==> config.mk <==
export PLATFORM = sky130hd
export DESIGN_NAME = krt_ram
export DESIGN_NICKNAME = d
export VERILOG_FILES = /design/src/rtl/krt_ram.sv
export SDC_FILE = /design/constraint.sdc
export NUM_CORES = 1
export LEC_CHECK = 0
export BUFFER_PORTS_ARGS = -buffer_cell sky130_fd_sc_hd__buf_2
export CAP_MARGIN = 20
export CORE_MARGIN = 1
export CORE_UTILIZATION = 55
export DETAILED_ROUTE_END_ITERATION = 8
export GPL_TIMING_DRIVEN = 0
export PLACE_DENSITY = 0.82
export SKIP_CTS_REPAIR_TIMING = 1
export SYNTH_ARGS = -nofsm -noshare
export SYNTH_HDL_FRONTEND = slang
export SYNTH_SLANG_ARGS = --single-unit
==> constraint.sdc <==
create_clock -name clk_i -period 2.61 [get_ports clk_i]
set_input_delay 0.522 -clock clk_i [delete_from_list [all_inputs] [get_ports clk_i]]
set_output_delay 0.522 -clock clk_i [all_outputs]
set_load 0.05 [all_outputs]
==> src/rtl/krt_ram.sv <==
// Generic single-write, single-read RAM with a registered read port.
// Stand-alone; no package dependency.
module krt_ram #(
  parameter int unsigned WIDTH = 8,
  parameter int unsigned DEPTH = 32
) (
  input  logic                     clk_i,
  input  logic                     wr_en_i,
  input  logic [$clog2(DEPTH)-1:0] wr_addr_i,
  input  logic [WIDTH-1:0]         wr_data_i,
  input  logic                     rd_en_i,
  input  logic [$clog2(DEPTH)-1:0] rd_addr_i,
  output logic [WIDTH-1:0]         rd_data_o
);

  logic [WIDTH-1:0] mem_q [DEPTH];
  logic [WIDTH-1:0] rd_data_q;

  always_ff @(posedge clk_i) begin
    if (wr_en_i) begin
      mem_q[wr_addr_i] <= wr_data_i;
    end
    if (rd_en_i) begin
      rd_data_q <= mem_q[rd_addr_i];
    end
  end

  assign rd_data_o = rd_data_q;

endmodule

==> reports/qor.tcl, run 1 <==
set qor(die-width_microns) 138
set qor(setup_violations) 0
set qor(n_antenna_cell) 0
set qor(fp_rows) 49
set qor(design.portCount) 29
set qor(drc_errors) 0
set qor(finalPower_mw) 8.76
set qor(cts.sink_count) 264
set qor(final_antenna_net_count) 0
set qor(critical_path_cell_count) 5
set qor(vias_in_the_first_global_route) 4839
set qor(rsz0062_at_grt) {no}
set qor(critPathMaxFanout) 10
set qor(number_of_cts_inserted_buffers) 25
set qor(syn_area_per_cell_sq_um) 24.3
set qor(cpMaxStageDelayCell) {sky130_fd_sc_hd__clkbuf_1}
set qor(worstSetupPathType) {in -> reg}
set qor(drt_pass1_iterations) 6
set qor(routed_wirelength_microns) 20600
set qor(rr_worst_depth) 3
set qor(ys.warnings.count) 0
set qor(critical-path-max-stage-delay_ns) 0.57
set qor(report.final.slew_viol_count) 0
set qor(fin_worst_skew_ns) 0.0126
set qor(cts_tree) {built}
set qor(gr-usage-all-layers) 0.234
set qor(critical_path.reg2reg.endpoint) {rd_data_o[5]}
set qor(clock.fmax_ghz) 0.395
set qor(core_region_area_sq_um) 18000
set qor(critical_path.reg2reg.startpoint) {mem_q[5][5]}
set qor(min_period_over_period) 0.970
set qor(detailroute.via_count) 4613
set qor(die_h_microns) 138
set qor(drt_iter0_drc) 539
set qor(grt_start_max_net_pins) 33
set qor(max-cap-violations) 0
set qor(yosys-top-cells-area) {sky130_fd_sc_hd__edfxtp_1 (78%), sky130_fd_sc_hd__mux4_2 (18%), sky130_fd_sc_hd__nor2_1 (1.2%), sky130_fd_sc_hd__mux2_2 (0.89%), sky130_fd_sc_hd__buf_4 (0.44%)}
set qor(worstPathRequired_ns) 2.88
set qor(timing.max_slew.rel_slack) 0.313
set qor(mappedNetlistNets) 438
set qor(dp_hpwl_microns) 12600
set qor(critPathCaptureType) {flip-flop}
set qor(grt_pass1_wl_microns) 30500
set qor(cts-htree-levels) 1
set qor(power.density_cell_area_nw_per_um2) 773
set qor(design.die.area_sq_um) 19000
set qor(dp_cells) 669
set qor(clk_pin_slew_worst_paths_ns) 0.06
set qor(synthDominantCellAreaShare) 0.782
set qor(internal_power_mw) 6.98
set qor(detail_route.wl_per_cell_microns) 28.8
set qor(synth_sequential_area_ratio) 0.782
set qor(status) {completed}
set qor(fraction_of_final_layout_cells_sized_beyond_drive_strength_1) 0.323
set qor(postSynthRegisterBits) 264
set qor(timing.final.hold_violations) 0
set qor(antenna_found_initial) 3
set qor(timing.critical_path.from_type) {input port}
set qor(overflow) 0
set qor(routability_driven_placement_congestion_ratio) 0.774
set qor(r2r_slack_ns) 0.61
set qor(start_util) 0.562
set qor(post_layout_nonfiller_instances) 715
set qor(library_cell_with_the_largest_summed_area_after_synthesis) {sky130_fd_sc_hd__edfxtp_1}
set qor(insertion_delay_ns) 0.52
set qor(distinct_cell_type_count_of_the_synthesized_netlist) 14
set qor(kind_of_cell_adding_the_most_delay_to_the_critical_path) {multiplexers}
set qor(period_needed_ns) 2.53
set qor(power_frac_seq) 0.542
set qor(cp_data_arrival_time_ns) 2.80
set qor(cts-root-to-sink-buffers) 3
set qor(postLayoutCellArea_sq_um) 11300
set qor(leakage_nw) 3.51
set qor(portion_of_total_power_attributed_to_combinational_logic) 0.055
set qor(synth_area_sq_um) 10100
set qor(holdCritPathClass) {in -> reg}
set qor(areaGrowthSynthToFinish_pct) 11.8
set qor(avgViaCountPerCell) 6.45
set qor(place.port_buffers) 23
set qor(worstHoldPathCells) 1
set qor(final.hold.worst_slack_ns) 0.347
set qor(peakVddDrop_v) 0.000476
set qor(tightestPinTransition_ns) 1.03
set qor(worstPathCellList) {clkbuf_1 > clkbuf_1 > mux4_2 > mux4_2 > mux2_2}
set qor(clock_power_share) 0.403
set qor(worstHoldEndpoint) {rd_data_o[4]}
set qor(proportion_of_total_power_due_to_net_switching) 0.204
set qor(synthesized_instance_count) 417
set qor(hp-start) {rd_en_i}
set qor(root_buffer) {sky130_fd_sc_hd__clkbuf_16}
set qor(power.switching_mw) 1.78
set qor(area_after_dpl_sq_um) 10500
set qor(critical_path_buf_inv_count) 2
set qor(layout_net_count) 488
==> through the flow <==
step | worst slack (ns) | util | setup TNS, ns
floorplan | 0.146 | - | 0
global placement | -0.487 | 0.584 | -3.72
detailed placement | -0.557 | 0.584 | -4.19
CTS | -0.00324 | 0.629 | -0.00324
global route | 0.0343 | 0.629 | 0
finish | 0.0783 | 0.629 | 0
==> synth_stat cells <==
cell / instances
sky130_fd_sc_hd__buf_1: 6
sky130_fd_sc_hd__edfxtp_1: 264
sky130_fd_sc_hd__mux4_2: 80
sky130_fd_sc_hd__nand3b_1: 5
sky130_fd_sc_hd__clkbuf_1: 6
sky130_fd_sc_hd__mux2_2: 8
sky130_fd_sc_hd__or3b_2: 3
sky130_fd_sc_hd__nand3_1: 2
sky130_fd_sc_hd__buf_2: 1
sky130_fd_sc_hd__nand2_1: 1
sky130_fd_sc_hd__nor2_1: 33
sky130_fd_sc_hd__or3_1: 1
sky130_fd_sc_hd__buf_6: 1
sky130_fd_sc_hd__buf_4: 6
==> cells in the final DEF (no fill, tap or decap), drive strengths merged <==
cell and instances:
inv 1, nand3b 5, clkbuf 40, mux4 80, or3 1, or3b 3
nor2 33, clkinv 9, bufinv 3, edfxtp 264, clkinvlp 1, mux2 8
buf 35, nand2 1, nand3 2
==> per-layer routing <==
layer  vias up  routed length, microns  GRT usage
met5         -                      28          0
met4         4                     605     0.0803
met3        52                    1950     0.0592
met2       246                   10300      0.377
met1      2428                    7740      0.313
li1       1883                       -          -
==> worst max-delay path by stage <==
stage                   end    startpoint
2_1_floorplan  rd_data_o[0]  rd_addr_i[2]
3_3_place_gp   rd_data_o[4]  rd_addr_i[2]
3_5_place_dp   rd_data_o[4]  rd_addr_i[2]
4_1_cts        rd_data_o[4]  rd_addr_i[2]
5_1_grt        rd_data_o[7]  rd_addr_i[2]
6_report       rd_data_o[7]  rd_addr_i[2]
==> state kept, by name, indices dropped and copies added (netlist names) <==
signal,cells
rd_data_o,8
mem_q,256
==> power groups by stage <==
| stage | Sequential, mW | Combinational, mW | Clock, mW |
|---|---|---|---|
| final | 4.75 | 0.482 | 3.53 |
| after global routing | 4.75 | 0.509 | 3.70 |
| after CTS | 4.75 | 0.483 | 3.54 |
| after detailed placement | 4.84 | 0.476 | 0 |
| after global placement | 4.83 | 0.458 | 0 |
| after floorplan | 4.88 | 0.251 | 0 |
==> final cells by class <==
type,instances,area [sq um]
Buffer,20,110
Clock buffer,32,652
Fill cell,1182,6690
Timing Repair Buffer,23,115
Clock inverter,14,143
Sequential cell,264,7930
Tap cell,229,287
Multi-Input combinational cell,133,2100
==> cell families (layout without fill, tap and decap cells) <==
group | Yosys count | count (layout) | share of synthesized area
buf+inv | 20 | 89 | 0.0105
simple gates | 45 | 45 | 0.0205
mux | 88 | 88 | 0.187
flops | 264 | 264 | 0.782
(Power assumes the default switching activity.)
==> run 2: changes to the inputs <==
--- a/config.mk
+++ b/config.mk
@@ -5,11 +5,12 @@
 export SDC_FILE = /design/constraint.sdc
 export NUM_CORES = 1
 export LEC_CHECK = 0
-export BUFFER_PORTS_ARGS = -buffer_cell sky130_fd_sc_hd__buf_2
 export CAP_MARGIN = 20
 export CORE_MARGIN = 1
-export CORE_UTILIZATION = 55
+export CORE_UTILIZATION = 57
+export CTS_BUF_LIST = sky130_fd_sc_hd__clkbuf_16
 export DETAILED_ROUTE_END_ITERATION = 8
+export DONT_BUFFER_PORTS = 1
 export GPL_TIMING_DRIVEN = 0
 export PLACE_DENSITY = 0.82
 export SKIP_CTS_REPAIR_TIMING = 1
==> run 2 against run 1 <==
- sequential power rose by 0.8%
- global-route usage shrank 0.31 points
- register-to-register slack worse by 0.02 ns
==> reports/qor.tcl, run 2 (synthesized netlist as in run 1, its figures left out) <==
set qor(period_needed_ns) 2.60 ;# was 2.53 ns
set qor(fraction_of_final_layout_cells_sized_beyond_drive_strength_1) 0.309 ;# was 0.323
set qor(place.port_buffers) 0 ;# was 23
set qor(largest_reg_flops) 256 ;# unchanged
set qor(report.final.slew_viol_count) 0 ;# unchanged
set qor(setup_violations) 0 ;# unchanged
set qor(vias_in_the_first_global_route) 4571 ;# was 4839
set qor(root_buffer) {sky130_fd_sc_hd__clkbuf_16} ;# unchanged
set qor(avgViaCountPerCell) 6.59 ;# was 6.45
set qor(detail_route.wl_per_cell_microns) 29.0 ;# was 28.8 microns
set qor(top_register) {mem_q} ;# unchanged
set qor(detailroute.via_count) 4542 ;# was 4613
set qor(number_of_filler_instances_in_the_final_layout) 1024 ;# was 1182
set qor(proportion_of_total_power_due_to_net_switching) 0.197 ;# was 0.204
set qor(insertion_delay_ns) 0.53 ;# was 0.52 ns
set qor(cts-htree-levels) 1 ;# unchanged
set qor(cpMaxStageDelayCell) {sky130_fd_sc_hd__buf_1} ;# was sky130_fd_sc_hd__clkbuf_1
set qor(power.density_cell_area_nw_per_um2) 800 ;# was 773 nW/um^2
set qor(critical_path_buf_inv_count) 2 ;# unchanged
set qor(final_antenna_net_count) 0 ;# unchanged
set qor(cp_data_arrival_time_ns) 2.87 ;# was 2.80 ns
set qor(drc_errors) 0 ;# unchanged
set qor(worstPathRequired_ns) 2.88 ;# about the same
set qor(drt_pass1_iterations) 5 ;# was 6
set qor(antenna_found_initial) 1 ;# was 3
set qor(peakVddDrop_v) 0.000600 ;# was 0.000476 V
set qor(min_period_over_period) 0.997 ;# was 0.970
set qor(grt_start_max_net_pins) 33 ;# unchanged
set qor(design.portCount) 29 ;# unchanged
set qor(kind_of_cell_adding_the_most_delay_to_the_critical_path) {multiplexers} ;# unchanged
set qor(critPathCaptureType) {flip-flop} ;# unchanged
set qor(clock.fmax_ghz) 0.384 ;# was 0.395 GHz
set qor(layout_commonest_cell) {sky130_fd_sc_hd__edfxtp_1} ;# unchanged
set qor(cts.sink_count) 264 ;# unchanged
set qor(start_util) 0.584 ;# was 0.562
set qor(power_frac_seq) 0.529 ;# was 0.542
set qor(areaGrowthSynthToFinish_pct) 11.7 ;# was 11.8%
set qor(holdCritPathClass) {in -> reg} ;# unchanged
set qor(critical-path-max-stage-delay_ns) 0.63 ;# was 0.57 ns
set qor(worstSetupPathType) {in -> reg} ;# unchanged
set qor(tightestPinTransition_ns) 0.871 ;# was 1.03 ns
set qor(finalPower_mw) 9.06 ;# was 8.76 mW
set qor(cts-root-to-sink-buffers) 3 ;# unchanged
set qor(crit_path_frequent_cell) {sky130_fd_sc_hd__mux4_2}
set qor(fp_rows) 48 ;# was 49
set qor(dp_cells) 642 ;# was 669
set qor(overflow) 0 ;# unchanged
set qor(timing.max_slew.rel_slack) 0.417 ;# was 0.313
set qor(worstPathCellList) {clkbuf_1 > buf_1 > mux4_2 > mux4_2 > mux2_2} ;# was clkbuf_1 > clkbuf_1 > mux4_2 > mux4_2 > mux2_2
set qor(layout.cells.most_common_list) {sky130_fd_sc_hd__edfxtp_1 (264), sky130_fd_sc_hd__mux4_2 (80), sky130_fd_sc_hd__nor2_1 (33)} ;# unchanged
set qor(internal_power_mw) 7.27 ;# was 6.98 mW
set qor(timing.critical_path.from_type) {input port} ;# unchanged
set qor(layout_net_count) 465 ;# was 488
set qor(leakage_nw) 3.49 ;# was 3.51 nW
set qor(clock_power_share) 0.433 ;# was 0.403
set qor(die_h_microns) 135 ;# was 138 microns
set qor(cts_tree) {built} ;# unchanged
set qor(grt_pass1_wl_microns) 29300 ;# was 30500 microns
set qor(timing.final.hold_violations) 0 ;# unchanged
set qor(number_of_cts_inserted_buffers) 25 ;# unchanged
set qor(clk_pin_slew_worst_paths_ns) 0.07 ;# was 0.06 ns
set qor(gr-usage-all-layers) 0.231 ;# was 0.234
set qor(max-cap-violations) 0 ;# unchanged
set qor(drt_iter0_drc) 467 ;# was 539
set qor(critPathMaxFanout) 10 ;# unchanged
set qor(rsz0062_at_grt) {no} ;# unchanged
set qor(routed_wirelength_microns) 20000 ;# was 20600 microns
set qor(dp_hpwl_microns) 12500 ;# was 12600 microns
set qor(fin_worst_skew_ns) 0.00809 ;# was 0.0126 ns
set qor(die-width_microns) 135 ;# was 138 microns
set qor(post_layout_nonfiller_instances) 689 ;# was 715
set qor(status) {completed} ;# unchanged
set qor(core_region_area_sq_um) 17400 ;# was 18000 sq um
set qor(portion_of_total_power_attributed_to_combinational_logic) 0.038 ;# was 0.055
set qor(power.switching_mw) 1.79 ;# was 1.78 mW
set qor(routability_driven_placement_congestion_ratio) 0.796 ;# was 0.774
set qor(design.die.area_sq_um) 18300 ;# was 19000 sq um
## run 2: power groups by stage
stage / combinational [mW] / clock (mW) / sequential (mW)
global placement: 0.335 / 0 / 4.88
global route: 0.364 / 4.08 / 4.80
floorplan: 0.251 / 0 / 4.88
CTS: 0.347 / 3.94 / 4.79
detailed placement: 0.341 / 0 / 4.88
finish: 0.347 / 3.92 / 4.79
## run 2: worst paths after layout
check               startpoint           end  slack [ns]  cells past startpoint
setup / recovery  rd_addr_i[2]  rd_data_o[1]       0.007                      5
hold reg to reg    mem_q[6][5]  rd_data_o[5]        1.03                      3
hold / removal    wr_data_i[1]   mem_q[2][1]        0.09                      0
setup reg to reg  mem_q[21][3]  rd_data_o[3]        0.59                      3
## run 2: cell type report
cell class	count	area, sq um	share of cell area
clock inverters	21	274	0.0242
diodes	1	2.50	0.000221
well taps	225	282	0.0249
clock buffers	25	626	0.0553
flip-flops and latches	264	7930	0.700
plain buffers	20	109	0.00962
multi-input cells	133	2100	0.185
## run 2: layer usage
layer | GRT usage | share of wire
met5 | 0 | 0
met4 | 0.0649 | 0.034
met3 | 0.0505 | 0.097
met2 | 0.367 | 0.49
met1 | 0.327 | 0.38
## run 2: per-stage QoR
stage	worst slack (ns)	TNS [ns]	utilization	area, sq um	hold WS, ns
after floorplan	0.146	0	-	10100	0.621
after global placement	-0.493	-3.62	0.600	10400	0.623
after detailed placement	-0.517	-3.83	0.600	10400	0.622
after CTS	0.0142	0	0.652	11300	0.0798
after global routing	0.000744	0	0.652	11300	0.0786
final	0.00707	0	0.652	11300	0.0868
==> run 3: changes to the inputs <==
--- a/config.mk
+++ b/config.mk
@@ -7,12 +7,12 @@
 export LEC_CHECK = 0
 export CAP_MARGIN = 20
 export CORE_MARGIN = 1
-export CORE_UTILIZATION = 57
+export CORE_UTILIZATION = 65
 export CTS_BUF_LIST = sky130_fd_sc_hd__clkbuf_16
 export DETAILED_ROUTE_END_ITERATION = 8
 export DONT_BUFFER_PORTS = 1
 export GPL_TIMING_DRIVEN = 0
-export PLACE_DENSITY = 0.82
+export PLACE_DENSITY = 0.88
 export SKIP_CTS_REPAIR_TIMING = 1
 export SYNTH_ARGS = -nofsm -noshare
 export SYNTH_HDL_FRONTEND = slang
==> constraint.sdc (replaced) <==
create_clock -name clk_i -period 3 [get_ports clk_i]
set_input_delay 0.6 -clock clk_i [delete_from_list [all_inputs] [get_ports clk_i]]
set_output_delay 0.6 -clock clk_i [all_outputs]
set_load 0.05 [all_outputs]
==> run 3 against run 2 <==
- routed wire length is 8.9% higher
- largest power group unchanged
- final cell count is 5.8% lower
- via count is 2.8% higher
- die area is 12% lower
- clock skew is 0.0084 ns higher
- critical path type unchanged
- register-to-register slack better by 0.38 ns
- sequential power is 13% lower
==> reports/qor.tcl, run 3 (synthesized netlist as in run 1, its figures left out) <==
set qor(start_util) 0.667 ;# was 0.584
set qor(final_setup_slack_of_the_worst_path_ns) 0.247 ;# was 0.00707 ns
set qor(clk_pin_slew_worst_paths_ns) 0.06 ;# was 0.07 ns
set qor(rsz0062_at_grt) {no} ;# unchanged
set qor(cpMaxStageDelayCell) {sky130_fd_sc_hd__clkbuf_1} ;# was sky130_fd_sc_hd__buf_1
set qor(avgViaCountPerCell) 7.20 ;# was 6.59
set qor(critPathCaptureType) {flip-flop} ;# unchanged
set qor(gr-usage-all-layers) 0.287 ;# was 0.231
set qor(cts-root-to-sink-buffers) 3 ;# unchanged
set qor(timing.critical_path.from_type) {input port} ;# unchanged
set qor(top_register) {mem_q} ;# unchanged
set qor(grt_pass1_wl_microns) 32000 ;# was 29300 microns
set qor(design.die.area_sq_um) 16100 ;# was 18300 sq um
set qor(final_antenna_net_count) 0 ;# unchanged
set qor(dp_hpwl_microns) 12600 ;# was 12500 microns
set qor(cp_data_arrival_time_ns) 3.00 ;# was 2.87 ns
set qor(holdCritPathClass) {in -> reg} ;# unchanged
set qor(use_met3) 0.0481 ;# was 0.0505
set qor(overflow) 0 ;# unchanged
set qor(report.final.slew_viol_count) 0 ;# unchanged
set qor(areaGrowthSynthToFinish_pct) 9.59 ;# was 11.7%
set qor(fp_rows) 45 ;# was 48
set qor(antenna_found_initial) 1 ;# unchanged
set qor(met1_usage) 0.424 ;# was 0.327
set qor(drc_errors) 0 ;# unchanged
set qor(min_period_over_period) 0.918
set qor(power.density_cell_area_nw_per_um2) 664 ;# was 800 nW/um^2
set qor(core_region_area_sq_um) 15200 ;# was 17400 sq um
set qor(combined_flip_flop_and_latch_cell_area_sq_um) 7930 ;# unchanged
set qor(detailroute.via_count) 4670 ;# was 4542
set qor(routed_wirelength_microns) 21800 ;# was 20000 microns
set qor(critical-path-max-stage-delay_ns) 0.66 ;# was 0.63 ns
set qor(cts_tree) {built} ;# unchanged
set qor(vias_in_the_first_global_route) 4772 ;# was 4571
set qor(n_antenna_cell) 0 ;# was 1
set qor(period_needed_ns) 2.75
set qor(drt_iter0_drc) 484 ;# was 467
set qor(cts.sink_count) 264 ;# unchanged
set qor(design.portCount) 29 ;# unchanged
set qor(detail_route.wl_per_cell_microns) 33.5 ;# was 29.0 microns
set qor(status) {completed} ;# unchanged
set qor(timing.max_slew.rel_slack) 0.328 ;# was 0.417
set qor(fraction_of_final_layout_cells_sized_beyond_drive_strength_1) 0.289 ;# was 0.309
set qor(timing.setup.tns_ns) 0 ;# unchanged
set qor(die_h_microns) 127 ;# was 135 microns
set qor(largest_reg_flops) 256 ;# unchanged
set qor(finalPower_mw) 7.38 ;# was 9.06 mW
set qor(number_of_filler_instances_in_the_final_layout) 825 ;# was 1024
set qor(layout_commonest_cell) {sky130_fd_sc_hd__edfxtp_1} ;# unchanged
set qor(area_of_the_multi_input_gates_sq_um) 2100 ;# unchanged
set qor(utilization) 0.731 ;# was 0.652
set qor(routability_driven_placement_congestion_ratio) 0.755 ;# was 0.796
set qor(r2r_slack_ns) 0.97 ;# was 0.59 ns
set qor(layout.cells.most_common_list) {sky130_fd_sc_hd__edfxtp_1 (264), sky130_fd_sc_hd__mux4_2 (80), sky130_fd_sc_hd__nor2_1 (33)} ;# unchanged
set qor(cts-htree-levels) 1 ;# unchanged
set qor(worstPathRequired_ns) 3.25 ;# was 2.88 ns
set qor(peakVddDrop_v) 0.000473 ;# was 0.000600 V
set qor(root_buffer) {sky130_fd_sc_hd__clkbuf_16} ;# unchanged
set qor(insertion_delay_ns) 0.52 ;# was 0.53 ns
set qor(timing.final.hold_violations) 0 ;# unchanged
set qor(max-cap-violations) 0 ;# unchanged
set qor(clock.fmax_ghz) 0.363
set qor(kind_of_cell_adding_the_most_delay_to_the_critical_path) {multiplexers} ;# unchanged
set qor(grt_start_max_net_pins) 33 ;# unchanged
set qor(worstSetupPathType) {in -> reg} ;# unchanged
set qor(layout_net_count) 465 ;# unchanged
set qor(critical_path_buf_inv_count) 2 ;# unchanged
set qor(die-width_microns) 127 ;# was 135 microns
set qor(fin_worst_skew_ns) 0.0165 ;# was 0.00809 ns
set qor(tightestPinTransition_ns) 1.00 ;# was 0.871 ns
set qor(drt_pass1_iterations) 6 ;# was 5
set qor(pre_cts_ws_ns) -0.218 ;# was -0.517 ns
set qor(number_of_cts_inserted_buffers) 25 ;# unchanged
set qor(critPathMaxFanout) 10 ;# unchanged
set qor(leakage_nw) 3.43 ;# was 3.49 nW
set qor(place.port_buffers) 0 ;# unchanged
set qor(busiest_layer) {met2} ;# unchanged
set qor(grt.met2_usage) 0.465 ;# was 0.367
set qor(worstPathCellList) {clkbuf_1 > clkbuf_1 > mux4_2 > mux4_2 > mux2_2} ;# was clkbuf_1 > buf_1 > mux4_2 > mux4_2 > mux2_2
set qor(setup_violations) 0 ;# unchanged
## run 3: cell count changes in the layout (fill, tap and decap cells not counted), moves of 2 or more
| cell | before | now |
|---|---|---|
| sky130_fd_sc_hd__bufinv_16 | 6 | 1 |
| sky130_fd_sc_hd__inv_1 | 2 | 7 |
| sky130_fd_sc_hd__clkbuf_2 | 2 | 0 |
| sky130_fd_sc_hd__clkinv_2 | 5 | 7 |
| sky130_fd_sc_hd__inv_6 | 2 | 0 |
## run 3: report_power, final
| group | switching [mW] | internal, mW |
|---|---|---|
| Combinational | 0.153 | 0.151 |
| Clock | 1.31 | 1.60 |
| Sequential | 0.0535 | 4.12 |
## run 3: layout make-up
class	instances	share of cell area
Buffer	20	0.00958
Clock inverter	19	0.0100
Tap cell	188	0.0212
Multi-Input combinational cell	133	0.189
Clock buffer	25	0.0563
Sequential cell	264	0.714
## run 3: per-stage QoR
step           std cells  instance area [sq um]  hold WS, ns
2_1_floorplan        417                  10100        0.699
3_3_place_gp         605                  10400        0.701
3_5_place_dp         605                  10400        0.700
4_1_cts              649                  11100        0.168
5_1_grt              649                  11100        0.168
6_report             649                  11100        0.176
## run 3: worst paths after layout
kind | startpoint | endpoint | depth (start not counted)
setup / recovery | rd_addr_i[2] | rd_data_o[0] | 5
hold / removal | wr_data_i[1] | mem_q[21][1] | 0
setup reg to reg | mem_q[21][4] | rd_data_o[4] | 3
hold reg to reg | mem_q[8][2] | rd_data_o[2] | 3
## run 3: metal layers
metal / vias up / share of wire
li1: 1840 / -
met1: 2459 / 0.39
met2: 326 / 0.49
met3: 43 / 0.097
met4: 2 / 0.021
met5: - / 0.00037
